`src/rtl/hbd_pkg.sv`:
```
`timescale 1ns / 1ps
`default_nettype none
package hbd_pkg;

	localparam logic [7:0] FLAG_PATTERN    = 8'h7E;
	localparam logic [15:0] CRC_POLY       = 16'h8408;
	localparam logic [15:0] CRC_INIT       = 16'hFFFF;
	localparam logic [7:0] MAX_FRAME_BYTES = 8'd255;
	localparam logic [7:0] MIN_LEN_RESET   = 8'd17;
	localparam logic [2:0] STUFF_RUN       = 3'd5;
	localparam logic [2:0] ONES_SAT        = 3'd7;
	localparam logic [2:0] LAST_BIT_POS    = 3'd7;

	// word kinds passed from front to back
	localparam logic [1:0] EV_NONE = 2'd0;
	localparam logic [1:0] EV_BYTE = 2'd1;
	localparam logic [1:0] EV_FLAG = 2'd2;

	typedef struct packed {
		logic [1:0] kind;
		logic [7:0] data;
	} ev_t;

	// reflected CRC-16/X-25, one byte
	function automatic logic [15:0] crc_byte(input logic [15:0] crc, input logic [7:0] b);
		logic [15:0] c;
		c = crc ^ {8'h00, b};
		for (int k = 0; k < 8; k++) begin
			c = c[0] ? ((c >> 1) ^ CRC_POLY) : (c >> 1);
		end
		return c;
	endfunction

endpackage
`default_nettype wire

```
`src/rtl/hbd_front.sv`:
```
`timescale 1ns / 1ps
`default_nettype none
module hbd_front (
	input  wire logic         clk,
	input  wire logic         arst_n,
	input  wire logic         in_valid,
	output logic              in_stall,
	input  wire logic         line_bit,
	input  wire logic         q_full,
	output logic              q_push,
	output hbd_pkg::ev_t      q_ev
);

	logic [7:0] raw_q;
	logic [2:0] ones_q;
	logic [7:0] asm_q;
	logic [2:0] bits_q;

	logic       accept;
	logic [7:0] raw_n;
	logic       is_flag;
	logic       take;
	logic       complete;
	logic [7:0] asm_n;
	logic [2:0] ones_n;

	assign in_stall = q_full;
	assign accept   = in_valid && !q_full;
	assign raw_n    = {raw_q[6:0], line_bit};
	assign is_flag  = (raw_n == hbd_pkg::FLAG_PATTERN);

	always_comb begin
		if (line_bit) begin
			take   = 1'b1;
			ones_n = (ones_q < hbd_pkg::ONES_SAT) ? ones_q + 3'd1 : ones_q;
		end else begin
			// stuffed zero after five ones is dropped
			take   = (ones_q < hbd_pkg::STUFF_RUN);
			ones_n = 3'd0;
		end
	end

	assign asm_n    = take ? {line_bit, asm_q[7:1]} : asm_q;
	assign complete = take && (bits_q == hbd_pkg::LAST_BIT_POS);

	assign q_push = accept;
	always_comb begin
		q_ev.data = asm_n;
		if (is_flag) begin
			q_ev.kind = hbd_pkg::EV_FLAG;
		end else if (complete) begin
			q_ev.kind = hbd_pkg::EV_BYTE;
		end else begin
			q_ev.kind = hbd_pkg::EV_NONE;
		end
	end

	always_ff @(posedge clk or negedge arst_n) begin
		if (!arst_n) begin
			raw_q  <= '0;
			ones_q <= '0;
			asm_q  <= '0;
			bits_q <= '0;
		end else if (accept) begin
			if (is_flag) begin
				raw_q  <= '0;
				ones_q <= '0;
				asm_q  <= '0;
				bits_q <= '0;
			end else begin
				raw_q  <= raw_n;
				ones_q <= ones_n;
				asm_q  <= asm_n;
				bits_q <= complete ? 3'd0 : bits_q + {2'b00, take};
			end
		end
	end

endmodule
`default_nettype wire

```
`src/rtl/hbd_queue.sv`:
```
`timescale 1ns / 1ps
`default_nettype none
module hbd_queue (
	input  wire logic         clk,
	input  wire logic         arst_n,
	input  wire logic         push,
	input  wire hbd_pkg::ev_t push_ev,
	output logic              full,
	input  wire logic         pop,
	output logic              empty,
	output hbd_pkg::ev_t      pop_ev
);

	hbd_pkg::ev_t mem_q [2];
	logic         wr_q;
	logic         rd_q;
	logic [1:0]   cnt_q;
	logic         do_push;
	logic         do_pop;

	assign full    = (cnt_q == 2'd2);
	assign empty   = (cnt_q == 2'd0);
	assign do_push = push && !full;
	assign do_pop  = pop && !empty;
	assign pop_ev  = mem_q[rd_q];

	always_ff @(posedge clk) begin
		if (do_push) begin
			mem_q[wr_q] <= push_ev;
		end
	end

	always_ff @(posedge clk or negedge arst_n) begin
		if (!arst_n) begin
			wr_q  <= 1'b0;
			rd_q  <= 1'b0;
			cnt_q <= 2'd0;
		end else begin
			if (do_push) begin
				wr_q <= ~wr_q;
			end
			if (do_pop) begin
				rd_q <= ~rd_q;
			end
			cnt_q <= cnt_q + {1'b0, do_push} - {1'b0, do_pop};
		end
	end

endmodule
`default_nettype wire

```
`src/rtl/hbd_back.sv`:
```
`timescale 1ns / 1ps
`default_nettype none
module hbd_back (
	input  wire logic         clk,
	input  wire logic         arst_n,
	input  wire logic         cfg_valid,
	input  wire logic [7:0]   cfg_data,
	input  wire logic         q_empty,
	input  wire hbd_pkg::ev_t q_ev,
	output logic              q_pop,
	output logic              out_valid,
	input  wire logic         out_stall,
	output logic              byte_valid,
	output logic [7:0]        data_byte,
	output logic [7:0]        byte_index,
	output logic              frame_end,
	output logic              frame_good,
	output logic [7:0]        frame_length
);

	logic [7:0]  min_len_q;
	logic [7:0]  count_q;
	logic [15:0] crc_q;
	logic [7:0]  held0_q;
	logic [7:0]  held1_q;
	logic        out_valid_q;

	logic        go;
	logic        wrap;
	logic [7:0]  count_b;
	logic [15:0] crc_b;
	logic        fcs_ok;

	assign q_pop = !q_empty && (!out_valid_q || !out_stall);
	assign go    = q_pop;
	assign out_valid = out_valid_q;

	assign wrap    = (count_q >= hbd_pkg::MAX_FRAME_BYTES);
	assign count_b = wrap ? 8'd0 : count_q;
	assign crc_b   = wrap ? hbd_pkg::CRC_INIT : crc_q;
	assign fcs_ok  = (count_q >= min_len_q) && (count_q >= 8'd2)
		&& ((crc_q ^ hbd_pkg::CRC_INIT) == {held1_q, held0_q});

	always_ff @(posedge clk or negedge arst_n) begin
		if (!arst_n) begin
			min_len_q <= hbd_pkg::MIN_LEN_RESET;
		end else if (cfg_valid) begin
			min_len_q <= cfg_data;
		end
	end

	always_ff @(posedge clk or negedge arst_n) begin
		if (!arst_n) begin
			count_q     <= '0;
			crc_q       <= hbd_pkg::CRC_INIT;
			held0_q     <= '0;
			held1_q     <= '0;
			out_valid_q <= 1'b0;
		end else begin
			if (go) begin
				out_valid_q <= 1'b1;
			end else if (!out_stall) begin
				out_valid_q <= 1'b0;
			end
			if (go) begin
				unique case (q_ev.kind)
					hbd_pkg::EV_FLAG: begin
						count_q <= '0;
						crc_q   <= hbd_pkg::CRC_INIT;
						held0_q <= '0;
						held1_q <= '0;
					end
					hbd_pkg::EV_BYTE: begin
						// CRC trails by two bytes so the FCS never enters it
						crc_q   <= (count_b >= 8'd2) ? hbd_pkg::crc_byte(crc_b, held0_q) : crc_b;
						held0_q <= held1_q;
						held1_q <= q_ev.data;
						count_q <= count_b + 8'd1;
					end
					default: begin
					end
				endcase
			end
		end
	end

	always_ff @(posedge clk) begin
		if (go) begin
			byte_valid   <= (q_ev.kind == hbd_pkg::EV_BYTE);
			data_byte    <= (q_ev.kind == hbd_pkg::EV_BYTE) ? q_ev.data : 8'd0;
			byte_index   <= (q_ev.kind == hbd_pkg::EV_BYTE) ? count_b : 8'd0;
			frame_end    <= (q_ev.kind == hbd_pkg::EV_FLAG);
			frame_good   <= (q_ev.kind == hbd_pkg::EV_FLAG) && fcs_ok;
			frame_length <= (q_ev.kind == hbd_pkg::EV_FLAG) ? count_q : 8'd0;
		end
	end

endmodule
`default_nettype wire

```
`src/rtl/hdlc_bit_deframer_fcs_check.sv`:
```
// HDLC receive deframer: one NRZI-decoded line bit per word on the input channel, one
// result word per input word on the output channel. Flags (0x7E) end a frame, stuffed
// zeros are dropped, bytes are assembled LSB first and reported with their frame index,
// and on a flag the frame length and the CRC-16/X-25 FCS verdict are reported. The block
// sustains one bit per clock unless the output stalls; an accepted input word is
// written into the queue, then its result word is taken into the back end's output
// register, which also absorbs the byte-wide CRC update. A two-word queue sits between
// the bit front end and the frame back end, so a stalled output lets two more words in
// before in_stall rises. min_frame_len (reset 17) is written through the cfg port, which
// is always ready; write it only while idle.
`timescale 1ns / 1ps
`default_nettype none
module hdlc_bit_deframer_fcs_check (
	input  wire logic       clk,
	input  wire logic       arst_n,
	input  wire logic       cfg_valid,
	output logic            cfg_ready,
	input  wire logic [7:0] cfg_data,
	input  wire logic       in_valid,
	output logic            in_stall,
	input  wire logic       line_bit,
	output logic            out_valid,
	input  wire logic       out_stall,
	output logic            byte_valid,
	output logic [7:0]      data_byte,
	output logic [7:0]      byte_index,
	output logic            frame_end,
	output logic            frame_good,
	output logic [7:0]      frame_length
);

	hbd_pkg::ev_t  fe_ev;
	hbd_pkg::ev_t  be_ev;
	logic          q_push;
	logic          q_full;
	logic          q_pop;
	logic          q_empty;

	assign cfg_ready = 1'b1;

	hbd_front u_front (
		.clk      (clk),
		.arst_n   (arst_n),
		.in_valid (in_valid),
		.in_stall (in_stall),
		.line_bit (line_bit),
		.q_full   (q_full),
		.q_push   (q_push),
		.q_ev     (fe_ev)
	);

	hbd_queue u_queue (
		.clk     (clk),
		.arst_n  (arst_n),
		.push    (q_push),
		.push_ev (fe_ev),
		.full    (q_full),
		.pop     (q_pop),
		.empty   (q_empty),
		.pop_ev  (be_ev)
	);

	hbd_back u_back (
		.clk          (clk),
		.arst_n       (arst_n),
		.cfg_valid    (cfg_valid),
		.cfg_data     (cfg_data),
		.q_empty      (q_empty),
		.q_ev         (be_ev),
		.q_pop        (q_pop),
		.out_valid    (out_valid),
		.out_stall    (out_stall),
		.byte_valid   (byte_valid),
		.data_byte    (data_byte),
		.byte_index   (byte_index),
		.frame_end    (frame_end),
		.frame_good   (frame_good),
		.frame_length (frame_length)
	);

endmodule
`default_nettype wire

```
`config.mk`:
```
export PLATFORM = sky130hd
export DESIGN_NAME = hdlc_bit_deframer_fcs_check
export DESIGN_NICKNAME = d
export VERILOG_FILES = /design/src/rtl/hbd_pkg.sv /design/src/rtl/hbd_front.sv /design/src/rtl/hbd_queue.sv /design/src/rtl/hbd_back.sv /design/src/rtl/hdlc_bit_deframer_fcs_check.sv
export SDC_FILE = /design/constraint.sdc
export NUM_CORES = 1
export LEC_CHECK = 0
export BUFFER_PORTS_ARGS = -buffer_cell sky130_fd_sc_hd__buf_2
export CORE_ASPECT_RATIO = 0.5
export CORE_UTILIZATION = 35
export CTS_CLUSTER_SIZE = 8
export DETAILED_ROUTE_END_ITERATION = 8
export PLACE_DENSITY_LB_ADDON = 0.12
export SLEW_MARGIN = 40
export SYNTH_ARGS = -nofsm -noshare
export SYNTH_HDL_FRONTEND = slang
export SYNTH_SLANG_ARGS = --single-unit
```
`constraint.sdc`:
```
create_clock -name clk -period 4.5 [get_ports clk]
set_clock_uncertainty 0.1 [all_clocks]
set_input_delay 0.45 -clock clk [delete_from_list [all_inputs] [get_ports clk]]
set_output_delay 0.45 -clock clk [all_outputs]
set_load 0.03 [all_outputs]
```
### Word level (Yosys, flattened, before mapping)

Memories as Yosys holds them, arrays and structs flattened.
Cells that the tools add are included.

| storage, ports and cells | value |
|---|---|
| register bits | 101 |
| bits in writable memories | 20 |
| input bits | 14 |
| word-level logic and storage cells | 98 |
| memories kept | 1 |

Memories:

| memory | depth | width | read ports | clocked after memory_dff | write ports | line | RTL |
|---|---|---|---|---|---|---|---|
| u_queue.mem_q | 2 | 10 | 1 | 0 | 1 | hbd_queue.sv:14 | `hbd_pkg::ev_t mem_q [2];` |

| cells by class | value |
|---|---|
| $add $sub $neg | 5 |
| $lt $le $gt $ge | 6 |
| eq/ne operators | 8 |
| muxes and demuxes | 30 |
| bitwise gates (word level) | 12 |
| reductions and logical operators | 17 |

Operators with widths:

| kind | count |
|---|---|
| 2-to-1 mux 16 bit | 10 |
| one-hot mux 8 bit (2 select lines) | 3 |
| one-hot mux 16 bit (2 select lines) | 1 |
| 2-to-1 mux 8 bit | 3 |
| inverter 2 -> 3 bit | 8 |
| == test 16 bit | 1 |
| greater-or-equal comparator 8 x 2 -> 1 bit (second input constant) | 2 |
| inverter 16 bit | 1 |
| XOR 16 x 8 -> 16 bit | 1 |
| 2-to-1 mux 3 bit | 5 |
| adder 8 x 1 -> 8 bit (second input constant) | 1 |
| == test 8 x 7 -> 1 bit (second input constant) | 1 |
| greater-or-equal comparator 8 bit | 1 |
| greater-or-equal comparator 8 bit (second input constant) | 1 |
| logical AND 1 bit | 8 |
| 2-to-1 mux 7 bit | 1 |
| less-than comparator 3 bit (second input constant) | 2 |
| 2-to-1 mux 1 bit | 6 |
| == test 2 bit (second input constant) | 2 |
| zero test 1 bit | 4 |
| AND reduction 2 bit | 2 |
| adder 3 x 1 -> 3 bit | 1 |
| adder 3 x 1 -> 3 bit (second input constant) | 1 |
| == test 3 bit (second input constant) | 1 |
| other kinds (10) | 11 |

### Longest topological paths before layout

Gate-level depths: netlist (run 1).

| logic depth | value |
|---|---|
| depth after elaboration | 21 |
| mapped depth | 9 |

### Hierarchy

From an unflattened synthesis (run 1), not the netlist that was laid out.

| second synthesis, totals | value |
|---|---|
| cells, all modules | 526 |
| area total of the unflattened synthesis | 5965.7 sq um |

Modules (own cells, without submodules):

| module | times used | cells an instance | area each (sq um) | seq. area each (sq um) |
|---|---|---|---|---|
| hbd_back | 1 | 392 | 3957.5 | 2059.5 |
| hbd_front | 1 | 83 | 1072.3 | 525.5 |
| hbd_queue | 1 | 49 | 924.6 | 700.7 |
| hdlc_bit_deframer_fcs_check | 1 | 2 | 11.3 | 0.0 |

### Worst setup path after synthesis (run 1)

OpenSTA, ideal clock, no wires.

| timing path | value |
|---|---|
| path type | register to register |
| start point | register u_queue.rd_q |
| end point | register u_back.held1_q[4] |
| data arrival time | 2.123 ns |
| required time | 4.275 ns |
| setup slack | 2.153 ns |
| stages on the path, launching flop included | 8 |
| buffers on the path | 2 |
| cells stage by stage | dfrtp_1 buf_2 mux2i_1 inv_1 ha_1 nor2_1 buf_2 mux2_2 |

| on the way | value |
|---|---|
| longest elaborated chain between the ends | 4 |
| elaborated cells between the ends (all ways) | 6 |
| classes of those cells | eq/ne (2); mux (1); reduce/logical (2); memory (1) |

Ends and longest elaborated chain:

| what | line | RTL |
|---|---|---|
| start, declared | hbd_queue.sv:16 | `logic rd_q;` |
| start signal, assigned | hbd_queue.sv:43 | `rd_q <= ~rd_q;` |
| memory (2 x 10 bit) * | n/a |  |
| == test 2 bit / == test 2 x 1 -> 1 bit (equally long branches) | hbd_back.sv:66 | `unique case (q_ev.kind)` |
| nonzero test 2 bit (no source line) | n/a |  |
| AND reduction 2 bit (no source line) | n/a |  |
| end signal, assigned | hbd_back.sv:77 | `held1_q <= q_ev.data;` |
| end, declared | hbd_back.sv:25 | `logic [7:0] held1_q;` |

Mark *: on every way between the ends. The rest lies on a longest branch, timed or not.
A chain may end at the register's enable or synchronous reset.

### Worst setup path in the final report (run 1)

| timing path | value |
|---|---|
| start point | register u_queue.rd_q |
| end point | register u_back.crc_q[15] |

| on the way | value |
|---|---|
| longest elaborated chain between the ends | 4 |
| elaborated cells between the ends (all ways) | 6 |
| classes of those cells | eq/ne (2); mux (1); reduce/logical (2); memory (1) |

Ends and longest elaborated chain:

| what | line | RTL |
|---|---|---|
| memory (2 x 10 bit) * | n/a |  |
| == test 2 bit / == test 2 x 1 -> 1 bit (equally long branches) | hbd_back.sv:66 |  |
| nonzero test 2 bit (no source line) | n/a |  |
| AND reduction 2 bit (no source line) | n/a |  |
| end signal, assigned | hbd_back.sv:55 | `crc_q <= hbd_pkg::CRC_INIT;` |
| end signal, assigned | hbd_back.sv:69 | `crc_q <= hbd_pkg::CRC_INIT;` |
| end signal, assigned | hbd_back.sv:75 | `crc_q <= (count_b >= 8'd2) ? hbd_pkg::crc_byte(crc_b, held0_q) : crc_b;` |
| end, declared | hbd_back.sv:23 | `logic [15:0] crc_q;` |

Marks and branches as above.

==> flow_summary.yaml, run 1 <==
status:
  outcome: "finished clean"
synth:
  synth-seq-cells: 121
  yosysSeqAreaShare_pct: 56.84
  synth_fp_nets: 534
  synth.distinct_cells: 52
  post_synthesis_instance_total: 503
  number_of_synthesized_flops_with_an_enable_pin: 47
  synthArstFlopShare_pct: 61.16
  ys_warn_count: 0
  post_synth_instance_area_um2: 5781
  top_ff_cell_synth: "dfrtp_1"
  synthesis.area_per_instance_um2: 11.49
clocking:
  number_of_setup_buffers_added_after_cts: 0
  total_clock_buffers_created_by_cts: 17
  clk_path_buf_depth: 2
  post_cts_resized: 0
  clk_latency_ns: 0.41
  cts.hold.buffers_added: 1
  ctsRootBufferMaster: "clkbuf_16"
  htree_levels: 4
  cts_tree: "done"
  cts.clk_slew.worst_paths_ns: 0.05
  cts.sinks: 121
die:
  die_area_um2: 17070
  initial_utilization_pct: 36.64
  coreArea_um2: 15780
  die_h_um: 92.88
  number_of_rows_created_at_floorplan: 32
  die_w_um: 183.7
  io_pins: 44
global_route:
  global_route_wire_length_before_repair_um: 20420
  overflow: 0
  grt_use_total_pct: 15.76
  via_count_of_the_first_global_routing_pass: 3851
  initial_antenna_violation_count: 0
  maximum_number_of_pins_on_one_net_before_global_route_repair: 50
placement:
  place_inst: 742
  dp_wirelength_um: 8095
  gp_congestion: 0.8049
  io_port_bufs: 42
power:
  netSwitchingPower_mw: 1.863
  pwr-share-clk_pct: 27.4
  static_power_due_to_leakage_nw: 2.898
  power.density_cell_area_nw_per_um2: 742.4
  p_int_mw: 3.184
  power.share.switching_pct: 36.91
  vdd.ir_drop.worst_uv: 285.2
  share_comb_of_total_power_pct: 34.7
  pwr-share-seq_pct: 37.9
route:
  drc: 0
  drtAntennaViolNets: 0
  dr.pass1.iters: 4
  route.detailed.vias_per_inst: 4.795
  total_via_count_after_detailed_routing: 3716
  routed_wirelength_um: 12200
  post_drt_wl_per_cell_um: 15.75
  detailedRoute.firstIterationViolations: 177
worst_setup_path:
  ff2ff_setup_slack_ns: 1.73
  cp-end-kind: "flop"
  reg2reg_depth: 8
  start_kind: "flop"
  crit-reg2reg-launch: "u_queue.rd_q"
  worst_ep_required_time_ns: 4.70
  crit_path_max_fanout: 26
  rr_endpoint: "u_back.crc_q[15]"
  worstSetupPathType: "flop to flop"
  arrival_ns: 2.97
finish:
  post_layout_nonfiller_instances: 775
  final_util_pct: 43.10
  mostFrequentLayoutCell: "dfrtp_1"
  nFillCells: 1496
  multi_input_comb_area_um2: 2317
  area_growth_syn_to_layout_pct: 17.62
  antenna_cells_inserted: 0
  seqCellArea_um2: 3286
  final_layout_size_suffix_gt1_share_pct: 21.84
  final_cell_mix: "dfrtp_1 (56), edfxtp_1 (47), nand2_1 (45)"
  fin_nets: 572
run:
  drv_cap: 0
timing:
  worst_slew_pin_slew_ns: 0.6566
  final.setup.tns_ns: 0
  final_min_period_over_clock_period_pct: 61.54
  timing.fmax_mhz: 361.1
  setup_viol: 0
  normalized_max_slew_margin_pct: 56.18
  hold_violations: 0
  rsz0062_at_grt: "false"
  minimum_clock_period_ns: 2.770
  finalMaxSlewViolations: 0
worst_hold_path:
  hold_path.startpoint: "cfg_data[4]"
  worstHoldPathType: "input pin to flop"
  timing.hold.worst_path_depth: 3
  min_delay_worst_endpoint: "u_back.min_len_q[4]"
-- synthesized netlist by cell type, types with 2 or more instances --
cell type  count  area [µm²]
a31oi_1        4       25.02
nor2b_1       10       62.56
clkbuf_1      17       63.81
or3_1          2       12.51
inv_1         16       60.06
o21a_1         4       30.03
a21oi_1       20       100.1
nand3_1       13       65.06
mux2_2        15       168.9
nor2_1        37       138.9
a22o_1        15       131.4
o2111ai_1      3       26.28
dfstp_2       18       473.0
mux2i_1       12       120.1
or2_1          2       12.51
and3_1         9       56.30
nand4_1        3       18.77
nand2_1       46       172.7
nand2b_1       3       18.77
o22ai_1        2       12.51
xor2_1        27       236.5
dfrtp_1       56        1401
o21ai_0       28       140.1
nor4_1         5       31.28
xnor2_1       27       236.5
ha_1          17       212.7
o41ai_1        2       17.52
a311oi_1       2       17.52
edfxtp_1      47        1411
buf_2         10       50.05
and2_1         9       56.30
nand4b_1       2       17.52
-- worst max-delay path, cell delays in order (launching register included) --
cell	delay [ns]
dfrtp_1	0.71
mux2i_1	0.30
inv_1	0.07
ha_1	0.29
nor2_2	0.11
buf_4	0.30
nand2_1	0.17
nor2_2	0.46
a21oi_1	0.14
-- per-layer routing --
| metal | track usage [%] | part of all wire (%) | vias to the layer above |
|---|---|---|---|
| met3 | 4.719 | 4.1 | 5 |
| met1 | 21.32 | 51 | 1811 |
| met5 | 0 | 0 | - |
| met4 | 3.889 | 0.57 | 0 |
| met2 | 24.62 | 45 | 62 |
| li1 | - | - | 1838 |
-- registers in the layout, indices dropped and copies added, names as in the netlist, 7 cells and up --
signal               flops
u_back.byte_index        8
u_back.count_q           8
u_back.crc_q            16
u_back.data_byte         8
u_back.frame_length      8
u_back.held0_q           8
u_back.held1_q           8
u_back.min_len_q         8
u_front.asm_q            8
u_front.raw_q            7
u_queue.mem_q           20
-- through the flow --
stage | hold WS [ns] | setup WS [ns] | power (mW) | cell area [µm²]
floorplan | 0.05441 | 2.153 | 3.212 | 5781
global placement | 0.2943 | 1.539 | 3.683 | 6177
detailed placement | 0.2850 | 1.428 | 3.701 | 6191
CTS | 0.1412 | 1.435 | 5.105 | 6797
global route | 0.1615 | 1.446 | 5.386 | 6799
finish | 0.1597 | 1.730 | 5.047 | 6799
-- cell type report --
class                      count  area share [%]
tap                          221           4.067
clock inverter                13           2.245
timing repair buffer          48           3.828
clock buffer                  19           6.515
multi-input combinational    336           34.08
sequential                   121           48.33
inverter                      17          0.9385
-- power groups by stage --
stage	clock [mW]	sequential (mW)	combinational [mW]
5_1_grt	1.47	1.96	1.95
3_5_place_dp	0	1.93	1.77
4_1_cts	1.41	1.92	1.78
6_report	1.38	1.91	1.75
3_3_place_gp	0	1.93	1.75
2_1_floorplan	0	1.99	1.22
-- cells by family after synthesis --
group,after synthesis,share of synthesized area (%)
AND/OR/NAND/NOR,147,12.55
flip-flops,121,56.84
AO/OA/AOI/OAI,89,10.02
XOR/XNOR,54,8.182
buffers and inverters,46,3.398
multiplexers,28,5.260
adder cells (fa/ha/maj),17,3.680
other,1,0.06487
-- how the worst max path moves through the flow --
stage / from / to / slack (ns) / cells past startpoint
CTS: u_queue.rd_q / u_back.crc_q[15] / 1.43 / 8
detailed placement: u_queue.rd_q / u_back.crc_q[15] / 1.43 / 8
finish: u_queue.rd_q / u_back.crc_q[15] / 1.73 / 8
global placement: u_queue.rd_q / u_back.crc_q[11] / 1.54 / 8
global route: u_queue.rd_q / u_back.crc_q[11] / 1.45 / 8
floorplan: u_queue.rd_q / u_back.held1_q[4] / 2.15 / 7
(Power assumes the default switching activity.)
==> inputs of run 2 (changes only) <==
clock period = 2.9 ns   (was 4.5 ns; I/O delays follow)
==> flow_summary.yaml, run 2 (same netlist as run 1, synthesis figures left out) <==
global_route:
  global_route_wire_length_before_repair_um: 20870
  via_count_of_the_first_global_routing_pass: 3894
  initial_antenna_violation_count: 0
  maximum_number_of_pins_on_one_net_before_global_route_repair: 69
  grt_use_total_pct: 16.11
  overflow: 0
timing:
  final_min_period_over_clock_period_pct: 84.15
  minimum_clock_period_ns: 2.440
  worst_slew_pin_slew_ns: 0.6653
  timing.fmax_mhz: 409.8
  hold_violations: 0
  normalized_max_slew_margin_pct: 55.65
  fin_hold_ws_ns: 0.01286
  rsz0062_at_grt: "false"
  setup_viol: 0
  final.setup.tns_ns: 0
  finalMaxSlewViolations: 0
power:
  power.share.switching_pct: 37.70
  vdd.ir_drop.worst_uv: 518.9
  share_comb_of_total_power_pct: 36.4
  static_power_due_to_leakage_nw: 2.943
  p_int_mw: 4.712
  pwr-share-seq_pct: 38.9
  pwr-share-clk_pct: 24.7
  netSwitchingPower_mw: 2.851
  power.density_cell_area_nw_per_um2: 1105
route:
  route.met2.wl_um: 5350
  met3WireLength_um: 415
  top_layer: "met4"
  drc: 0
  routed_wirelength_um: 12380
  drt-met1-wl_um: 6475
  post_drt_wl_per_cell_um: 15.65
  drtAntennaViolNets: 0
  total_via_count_after_detailed_routing: 3813
  dr.pass1.iters: 4
  route.detailed.vias_per_inst: 4.820
  detailedRoute.firstIterationViolations: 147
die:
  die_area_um2: 17070
  number_of_rows_created_at_floorplan: 32
  io_pins: 44
  coreArea_um2: 15780
  die_w_um: 183.7
  die_h_um: 92.88
  initial_utilization_pct: 36.64
clocking:
  cts.sinks: 121
  clk_path_buf_depth: 2
  total_clock_buffers_created_by_cts: 17
  cts.hold.buffers_added: 8
  cts.clk_slew.worst_paths_ns: 0.06
  ctsRootBufferMaster: "clkbuf_16"
  post_cts_resized: 0
  number_of_setup_buffers_added_after_cts: 0
  cts_tree: "done"
  clk_latency_ns: 0.41
  htree_levels: 4
worst_setup_path:
  arrival_ns: 2.60
  crit_path_max_fanout: 6
  worstSetupPathType: "flop to flop"
  start_kind: "flop"
  worst_ep_required_time_ns: 3.06
  cp-end-kind: "flop"
status:
  outcome: "finished clean"
worst_hold_path:
  worstHoldPathType: "input pin to flop"
placement:
  dp_wirelength_um: 8346
  io_port_bufs: 42
  gp_congestion: 0.7956
finish:
  largest_registers: "u_queue.mem_q (20), u_back.crc_q (16)"
  final_cell_mix: "dfrtp_1 (56), edfxtp_1 (47), nand2_1 (46)"
  final_layout_size_suffix_gt1_share_pct: 21.58
  regMostFlops: "u_queue.mem_q"
  antenna_cells_inserted: 0
  fin_nets: 588
  mostFrequentLayoutCell: "dfrtp_1"
  area_growth_syn_to_layout_pct: 18.44
  largest_register_ff_count: 20
run:
  drv_cap: 0
## run 2: cell types whose count changed in the layout (fill, tap and decap cells not counted), moves of 2 or more
cell and change:
buf_4 +8, bufinv_16 -3, clkbuf_1 +2, clkinv_4 +2
clkinvlp_4 -2, dlygate4sd3_1 +7, nor2_1 +3, nor2_2 -3
## run 2: final timing paths
| check | startpoint | slack [ns] | endpoint | cells past startpoint |
|---|---|---|---|---|
| max | u_back.count_q[0] | 0.46 | u_back.frame_good | 7 |
| min | cfg_data[6] | 0.01 | u_back.min_len_q[6] | 3 |
| max reg2reg | u_back.count_q[0] | 0.46 | u_back.frame_good | 7 |
| min reg2reg | u_front.asm_q[0] | 0.40 | u_front.asm_q[0] | 1 |
| max in group asynchronous | arst_n | 1.66 | u_back.crc_q[11] | 3 |
| min in group asynchronous | arst_n | 0.36 | u_front.ones_q[1] | 2 |
## run 2: through the flow
step | instance area, µm² | utilization [%] | worst slack [ns] | instances | total power [mW]
after floorplan | 5781 | - | 0.5526 | 503 | 4.985
after global placement | 6245 | 39.59 | 0.4617 | 751 | 5.737
after detailed placement | 6248 | 39.61 | 0.4043 | 751 | 5.747
after CTS | 6844 | 43.39 | 0.3934 | 791 | 7.664
after global routing | 6847 | 43.40 | 0.3168 | 791 | 8.087
final | 6847 | 43.40 | 0.4596 | 791 | 7.562
## run 2: power by group through the flow
stage                     clock network, mW  registers (mW)  logic [mW]
after floorplan                           0            3.09        1.89
after global placement                    0            2.97        2.77
after detailed placement                  0            2.98        2.77
after CTS                              1.92            2.95        2.79
after global routing                   2.00            3.02        3.07
final                                  1.87            2.94        2.75
## run 2: metal layers
layer / vias to the layer above / track usage [%]
met5: - / 0
met4: 0 / 5.486
met3: 12 / 4.404
met2: 57 / 23.83
met1: 1863 / 22.57
li1: 1881 / -
## run 2: area by class of cell
cell class              count  area, µm²
flip-flops and latches    121       3286
repair buffers             64      401.6
clock buffers              20      436.7
well taps                 221      276.5
multi-input cells         336       2303
inverters                  17      63.81
fillers                  1525       8929
clock inverters            12      78.83
## run 2: worst max-delay path: stages, from the launching register on
cell and delay (ns):
dfrtp_1 0.44, inv_1 0.17, ha_1 0.28, nor4_1 0.10, nand2_1 0.23, o2111ai_1 0.19, or4_1 0.62, a31oi_1 0.17
